<file path="src/record_table_field_match_assert.svh">
// ----------------------------------------------------------------------------
// record table field match: assertion macros
// shared check forms, clocked on clk and held off during rst
// ----------------------------------------------------------------------------
`ifndef RECORD_TABLE_FIELD_MATCH_ASSERT_SVH
`define RECORD_TABLE_FIELD_MATCH_ASSERT_SVH

// same-cycle implication
`define RTFM_ASSERT_IMP(name, pre, post) \
  name: assert property (@(posedge clk) disable iff (rst) (pre) |-> (post)) \
    else $error("record_table_field_match: same-cycle check failed");

// next-cycle implication
`define RTFM_ASSERT_NXT(name, pre, post) \
  name: assert property (@(posedge clk) disable iff (rst) (pre) |=> (post)) \
    else $error("record_table_field_match: next-cycle check failed");

`endif

</file>
<file path="src/rtfm_pkg.sv">
// ----------------------------------------------------------------------------
// rtfm_pkg
// sizes, codes, beat and control types for the record table field match
// ----------------------------------------------------------------------------
`default_nettype none

package rtfm_pkg;

  localparam int ROWS        = 64;
  localparam int FIELD_CHARS = 15;
  localparam int FIELDS      = 3;
  localparam int ROW_CHARS   = FIELDS * FIELD_CHARS;
  localparam int ROW_W       = $clog2(ROWS);
  localparam int CNT_W       = $clog2(ROWS + 1);
  localparam int POS_W       = $clog2(FIELD_CHARS + 1);
  localparam int CHAR_IDX_W  = $clog2(ROW_CHARS);
  localparam int TXT_W       = 2;
  localparam logic [7:0] PAD_CHAR = 8'h20;

  typedef enum logic [1:0] {
    MODE_ADD  = 2'd0,
    MODE_FIND = 2'd1,
    MODE_READ = 2'd2
  } mode_t;

  typedef enum logic [2:0] {
    ST_ADDED     = 3'd0,
    ST_MATCH     = 3'd1,
    ST_NOT_FOUND = 3'd2,
    ST_TOO_LONG  = 3'd3,
    ST_FULL      = 3'd4,
    ST_READ      = 3'd5
  } status_t;

  typedef logic [FIELD_CHARS-1:0][7:0]             field_t;
  typedef logic [FIELDS-1:0][FIELD_CHARS-1:0][7:0] row_word_t;
  typedef logic [ROW_CHARS-1:0][7:0]               row_flat_t;

  typedef struct packed {
    logic [1:0] mode;
    logic [7:0] char_code;
    logic       end_of_text;
    logic [5:0] row_select;
    logic [5:0] char_position;
  } in_beat_t;

  typedef struct packed {
    logic [2:0] status;
    logic [5:0] row_index;
    logic [7:0] char_out;
    logic       last_result;
  } out_beat_t;

  typedef struct packed {
    logic accept;
    logic read_res;
    logic scan_adv;
    logic put;
  } ctrl_cmd_t;

  typedef struct packed {
    logic in_read;
    logic in_scan;
    logic in_res;
    logic match;
    logic pend_valid;
    logic last_row;
    logic out_free;
  } dp_sts_t;

endpackage

`default_nettype wire

</file>
<file path="src/rtfm_ctrl.sv">
// ----------------------------------------------------------------------------
// rtfm_ctrl
// sequencer: item intake, read wait, row scan and result hand-off
// ----------------------------------------------------------------------------
`default_nettype none

module rtfm_ctrl
  import rtfm_pkg::*;
(
  input  wire logic      clk,
  input  wire logic      rst,
  input  wire logic      item_valid,
  output logic           item_ready,
  input  wire dp_sts_t   sts,
  output ctrl_cmd_t      cmd
);

  typedef enum logic [3:0] {
    S_IDLE = 4'b0001,
    S_RDW  = 4'b0010,
    S_SCAN = 4'b0100,
    S_PUT  = 4'b1000
  } state_t;

  state_t state;
  state_t state_next;
  logic   stall;

  // a second match cannot retire the held one until the output frees up
  assign stall = sts.match && sts.pend_valid && !sts.out_free;

  assign item_ready   = (state == S_IDLE);
  assign cmd.accept   = item_valid && (state == S_IDLE);
  assign cmd.read_res = (state == S_RDW);
  assign cmd.scan_adv = (state == S_SCAN) && !stall;
  assign cmd.put      = (state == S_PUT) && sts.out_free;

  always_comb begin
    state_next = state;
    unique case (state)
      S_IDLE: begin
        if (cmd.accept) begin
          if (sts.in_read) begin
            state_next = S_RDW;
          end else if (sts.in_scan) begin
            state_next = S_SCAN;
          end else if (sts.in_res) begin
            state_next = S_PUT;
          end
        end
      end
      S_RDW: begin
        state_next = S_PUT;
      end
      S_SCAN: begin
        if (cmd.scan_adv && sts.last_row) begin
          state_next = S_PUT;
        end
      end
      S_PUT: begin
        if (cmd.put) begin
          state_next = S_IDLE;
        end
      end
      default: begin
        state_next = S_IDLE;
      end
    endcase
  end

  always_ff @(posedge clk) begin
    if (rst) begin
      state <= S_IDLE;
    end else begin
      state <= state_next;
    end
  end

endmodule

`default_nettype wire

</file>
<file path="config.mk">
export PLATFORM = sky130hd
export DESIGN_NAME = rtfm_ctrl
export DESIGN_NICKNAME = d
export VERILOG_FILES = /design/src/record_table_field_match_assert.svh /design/src/rtfm_pkg.sv /design/src/rtfm_ctrl.sv
export SDC_FILE = /design/constraint.sdc
export NUM_CORES = 1
export LEC_CHECK = 0
export BUFFER_PORTS_ARGS = -buffer_cell sky130_fd_sc_hd__buf_2
export CAP_MARGIN = 30
export CORE_AREA = 5 5 42 44
export DETAILED_ROUTE_END_ITERATION = 8
export DIE_AREA = 0 0 47 49
export GPL_ROUTABILITY_DRIVEN = 0
export HOLD_SLACK_MARGIN = 0.02
export PLACE_DENSITY = 0.44
export SLEW_MARGIN = 30
export SYNTH_ARGS = -nofsm -noshare
export SYNTH_HDL_FRONTEND = slang
export SYNTH_SLANG_ARGS = --single-unit
</file>
<file path="constraint.sdc">
create_clock -name clk -period 1.5 [get_ports clk]
set_clock_uncertainty 0.05 [all_clocks]
set_input_delay 0.15 -clock clk [delete_from_list [all_inputs] [get_ports clk]]
set_output_delay 0.15 -clock clk [all_outputs]
set_load 0.02 [all_outputs]
</file>
==> run metrics, run 1 <==
status=complete, but fails checks; failing checks=negative setup slack; final hold viol count=0; Post-Syn Nets=38; Worst Tran Pin Value=388 ps; Post-Synth XOR/XNOR Area=0%; antenna violations before repair=0; # port buffers=14; sequential share of the synthesized area=30.2%; final worst path period share=106%; worst r2r src=state[1]; RSZ-0062 raised after global routing=yes; largest registers=state: 4 flops; Top Ports=15; Synth Warn #=0; synthesized flop and latch total=4; crit path time final=1590 ps; pre-CTS setup slack=67.4 ps; average wire per standard cell=12.0 um; Tot GR Track Use=8.81%; Clock power frac=19.9%; most frequent cells in the layout=12 x buf_2, 6 x buf_4, 3 x nand2b_1, 3 x clkbuf_4; largest net degree at the start of global routing=8; DRC=0; Post-DRT Antenna Nets=0; first-pass GRT wire length=1430 um; DR vias=305; type of the most critical hold path=in -> reg; number of flip-flops in the largest register=4; register share of total power=29.2%; CTS tree=built; Detailed Routing Iterations Pass 1=2; Die X=47 um; final setup vio count=1; commonest non-fill, non-tap cell in the layout=buf_2; PwrDens=1510 mW/mm^2; Achievable Freq=0.629 GHz; Clock Tree Buf Depth=2; CP Cell Sequence=or4b_4 -> nor2b_1 -> buf_4; Gate power share=50.9%; Largest Register=state; post-synthesis mux area share=0%; CP Launch Type=flop; DIE AREA=0.00230 sq mm; cell at the root of the clock tree=clkbuf_4; CTS Hold Buffers Added=0; vias in the first global route=329; worst hold start=rst; Internal Pwr Total=0.000429 W; final net count=61; row count=14; total gr overflow=0; Leak Pwr=0.201 nW; library cells used by synthesis=22; Gate Count Post-Synth=28; Num CTS Buffers=3; CP max-delay cell=or4b_4; Req. time, crit path=1300 ps; vias per cell=4.69; final slew viol count=0; adder-cell share of the synthesized area=0%; Placement Cell Area=364 sq um; CP Data Arrival Time=1390 ps; clock-pin slew on the worst setup and hold paths=40 ps; Core Area=0.00140 sq mm; Final Cell Area=447 sq um; final wirelength=783 um; P&R area growth vs syn=68.4%; diode count=0; DRT iter0 DRCs=1; Die Y=49 um; Synth Area in Compound Gates=22.2%; Starting Density=18.9%; MaxCap Viol Count=0; Setup CP Type=reg -> out; clk_lat worst skew=240 ps; slowest stage delay, CP=540 ps; crit-path max FO=4; Worst VDD drop=0.731 mV; CTS Sinks=4; share of cells above drive strength 1=59.2%; switching pwr=0.000248 W; Slew headroom=73.9%; H-tree depth=1; post-synthesis cell area=265 sq um; largest family of logic cells by synthesized area=simple AND/OR/NAND/NOR gates; CP startpoint=state[3]; Switching Share=36.6%; post-route setup slack=-88.9 ps; critical path endpoint category=output pin; post-synthesis average cell area=9.47 sq um; Post-Synth Simple-Gate Area=46.2%
==> cells by family after synthesis <==
| family | after synthesis |
|---|---|
| buf+inv | 1 |
| compound gates | 7 |
| flops | 4 |
| simple gates | 16 |
==> synth_stat cells <==
cell type	instances	area, sq um
or3b_1	1	8.76
nor4b_2	1	15.0
and3b_1	1	8.76
nor4_1	1	6.26
a21oi_1	1	5.00
nor3_1	2	10.0
o311a_1	1	10.0
nand2b_1	3	18.8
inv_1	1	3.75
dfxtp_1	4	80.1
o21a_1	1	7.51
a311oi_2	1	15.0
o31ai_1	1	7.51
nor3b_1	1	7.51
o22ai_1	1	6.26
nand3b_1	1	7.51
nand4b_1	1	8.76
or4b_1	1	10.0
and2_1	1	6.26
a21o_1	1	7.51
nor2b_1	1	6.26
nor4b_1	1	8.76
==> routing by layer <==
metal	global-route usage [%]	vias to the layer above	routed length [um]
met5	0	-	0
met4	6.91	0	9
met3	3.69	2	75
met2	11.5	15	346
met1	10.8	134	351
li1	-	154	-
==> what timing repair did <==
action / 4_1_cts / 5_1_grt
pin swaps: 1 / 4
setup endpoints to repair: 2 / 5
resized for setup: 7 / 4
setup buffers: 5 / 0
==> area by class of cell <==
cell class,instances,area (sq um)
tap,16,20.0
inverter,1,3.75
clock buffer,3,22.5
fill,161,955
sequential,4,90.1
multi-input combinational,23,205
timing repair buffer,18,105
==> worst max-delay path, delay by kind of cell, from the launching register on <==
family | cells | cell delay [ps]
AND/OR/NAND/NOR | 2 | 660
flip-flops | 1 | 350
buffers and inverters | 1 | 140
==> stage by stage <==
step	hold slack [ps]	setup TNS (ps)	total power (W)	instances	utilization [%]
floorplan	169	0	0.000379	28	-
global placement	307	0	0.000463	58	26.0
detailed placement	306	0	0.000459	58	26.0
CTS	49.3	-106	0.000689	66	31.3
global route	56.0	-190	0.000731	65	31.9
finish	54.4	-88.9	0.000677	65	31.9
==> final timing paths <==
check        endpoint  slack [ps]  depth (start not counted)
max            cmd[1]         -90                          3
min          state[2]          50                          2
max reg2reg  state[3]          80                          4
min reg2reg  state[0]         630                          2
==> power groups by stage <==
stage	registers (W)	logic, W	clock network (W)
after floorplan	0.000178	0.000201	0
after global placement	0.000193	0.000270	0
after detailed placement	0.000193	0.000266	0
after CTS	0.000193	0.000357	0.000139
after global routing	0.000204	0.000378	0.000149
final	0.000198	0.000345	0.000134
Power figures use the tool's default switching activity.
==> run 2, diff against run 1 <==
--- a/config.mk
+++ b/config.mk
@@ -10,9 +10,7 @@
 export CORE_AREA = 5 5 42 44
 export DETAILED_ROUTE_END_ITERATION = 8
 export DIE_AREA = 0 0 47 49
-export GPL_ROUTABILITY_DRIVEN = 0
 export HOLD_SLACK_MARGIN = 0.02
-export PLACE_DENSITY = 0.44
 export SLEW_MARGIN = 30
 export SYNTH_ARGS = -nofsm -noshare
 export SYNTH_HDL_FRONTEND = slang
==> run 2 against run 1 <==
The run still ends with negative setup slack left. Utilization rose by 3.3 points. Total power grew 20%. First-iteration DRC count down 100%. Largest cell class unchanged. Largest power group unchanged.
==> run metrics, run 2 (synthesis gave the netlist of run 1 again) <==
GRT Max-Usage Layer=met2 (unchanged); Achievable Freq=0.634 GHz (was 0.629 GHz); Setup CP Type=reg -> out (unchanged); critical path endpoint category=output pin (unchanged); Worst VDD drop=0.586 mV (was 0.731 mV); vias per cell=4.90 (was 4.69); Worst Tran Pin Value=392 ps (was 388 ps); final setup vio count=3 (was 1); antenna violations before repair=0 (unchanged); Switching Share=35.4% (was 36.6%); post-DP HPWL=585 um; CTS tree=built (unchanged); Detailed Routing Iterations Pass 1=1 (was 2); Placement Cell Area=364 sq um (unchanged); Starting Density=18.9% (unchanged); CP startpoint=state[3] (unchanged); PwrDens=1650 mW/mm^2 (was 1510 mW/mm^2); Slew headroom=73.6% (was 73.9%); worst hold start=rst (unchanged); clock-pin slew on the worst setup and hold paths=40 ps (about the same); final wirelength=835 um (was 783 um); most frequent cells in the layout=10 x buf_2, 8 x buf_4, 3 x clkbuf_4 (was 12 x buf_2, 6 x buf_4, 3 x nand2b_1, 3 x clkbuf_4); Req. time, crit path=1300 ps (about the same); GRT met2 Usage=11.5% (unchanged); Clock power frac=16.4% (was 19.9%); global routing usage on met1=8.53% (was 10.8%); largest registers=state: 4 flops (unchanged); met3 usage=4.43% (was 3.69%); crit path time final=1580 ps (was 1590 ps); DRT iter0 DRCs=0 (was 1); setup tns final=-181 ps (was -88.9 ps); routability cong.=0.666; CP Cell Sequence=buf_4 -> nor4b_4 -> and2_4 -> buf_6 (was or4b_4 -> nor2b_1 -> buf_4); vias in the first global route=334 (was 329); largest net degree at the start of global routing=8 (unchanged); post-route setup slack=-76.8 ps (was -88.9 ps); first-pass GRT wire length=1280 um (was 1430 um); Hold Slack=61.8 ps (was 54.4 ps); commonest non-fill, non-tap cell in the layout=buf_2 (unchanged); CTS Sinks=4 (unchanged); failing checks=negative setup slack (unchanged); crit-path max FO=3 (was 4); delay-heaviest family, CP=simple AND/OR/NAND/NOR gates (unchanged); total gr overflow=0 (unchanged); DR vias=328 (was 305); crit path buf inv count=2 (was 1); DRC=0 (unchanged); worst r2r src=state[3] (was state[1]); Num CTS Buffers=3 (unchanged); Final Cell Area=493 sq um (was 447 sq um); CP Data Arrival Time=1380 ps (was 1390 ps); slowest stage delay, CP=340 ps (was 540 ps); number of flip-flops in the largest register=4 (unchanged); final design utilization=35.2% (was 31.9%); final worst path period share=105% (was 106%); CTS Hold Buffers Added=0 (unchanged); Tot GR Track Use=7.81% (was 8.81%); Post-DRT Antenna Nets=0 (unchanged); final hold viol count=0 (unchanged); Leak Pwr=0.218 nW (was 0.201 nW); type of the most critical hold path=in -> reg (unchanged); share of cells above drive strength 1=66.7% (was 59.2%); switching pwr=0.000288 W (was 0.000248 W); CP Launch Type=flop (unchanged); status=complete, but fails checks (unchanged); final slew viol count=0 (unchanged); DIE AREA=0.00230 sq mm (unchanged); # port buffers=14 (unchanged); diode count=0 (unchanged); average wire per standard cell=12.5 um (was 12.0 um); Largest Register=state (unchanged); Top Ports=15 (unchanged); Gate power share=60.8% (was 50.9%); register share of total power=22.8% (was 29.2%); clk_lat worst skew=240 ps (about the same); Die Y=49 um (unchanged); CP max-delay cell=dfxtp_4 (was or4b_4); Clock Tree Buf Depth=2 (unchanged); MaxCap Viol Count=0 (unchanged); cell at the root of the clock tree=clkbuf_4 (unchanged); final net count=63 (was 61); RSZ-0062 raised after global routing=yes (unchanged); H-tree depth=1 (unchanged); pre-CTS setup slack=95.0 ps (was 67.4 ps); P&R area growth vs syn=85.8% (was 68.4%); Internal Pwr Total=0.000526 W (was 0.000429 W); fill count=160 (was 161); Die X=47 um (unchanged); Core Area=0.00140 sq mm (unchanged); row count=14 (unchanged)
==> run 2: cell count changes in the layout (fill, tap and decap cells not counted), sizes merged <==
cell / change
buf: +2
==> run 2: layout make-up <==
cell class	count	area, sq um	area share [%]
Clock buffer	3	22.5	4.57
Inverter	1	3.75	0.761
Multi-Input combinational cell	23	224	45.4
Sequential cell	4	90.1	18.3
Tap cell	16	20.0	4.06
Timing Repair Buffer	20	133	26.9
==> run 2: what timing repair did <==
action                                  CTS  global route
resized for setup                         9             9
pin swaps                                 2             5
buffers inserted                          3             4
endpoints found under the setup margin    3             4
==> run 2: through the flow <==
stage	instances	total power, W
6_report	67	0.000815
5_1_grt	67	0.000874
4_1_cts	64	0.000692
3_5_place_dp	58	0.000462
3_3_place_gp	58	0.000456
2_1_floorplan	28	0.000379
==> run 2: metal layers <==
layer	routed length [um]	share of wire [%]
met5	0	0
met4	0	0
met3	87	10
met2	390	47
met1	357	43
==> run 2: path summary, 6_finish.rpt <==
check,to,slack (ps),cells after the start
hold reg to reg,state[0],700,2
setup reg to reg,state[3],40,4
setup / recovery,cmd[3],-80,4
hold / removal,state[2],60,2
==> run 2: power groups by stage <==
stage,Combinational [W],Sequential (W),Clock (W)
final,0.000495,0.000186,0.000134
after global routing,0.000529,0.000190,0.000155
after CTS,0.000360,0.000191,0.000140
after detailed placement,0.000270,0.000192,0
after global placement,0.000267,0.000189,0
after floorplan,0.000201,0.000178,0
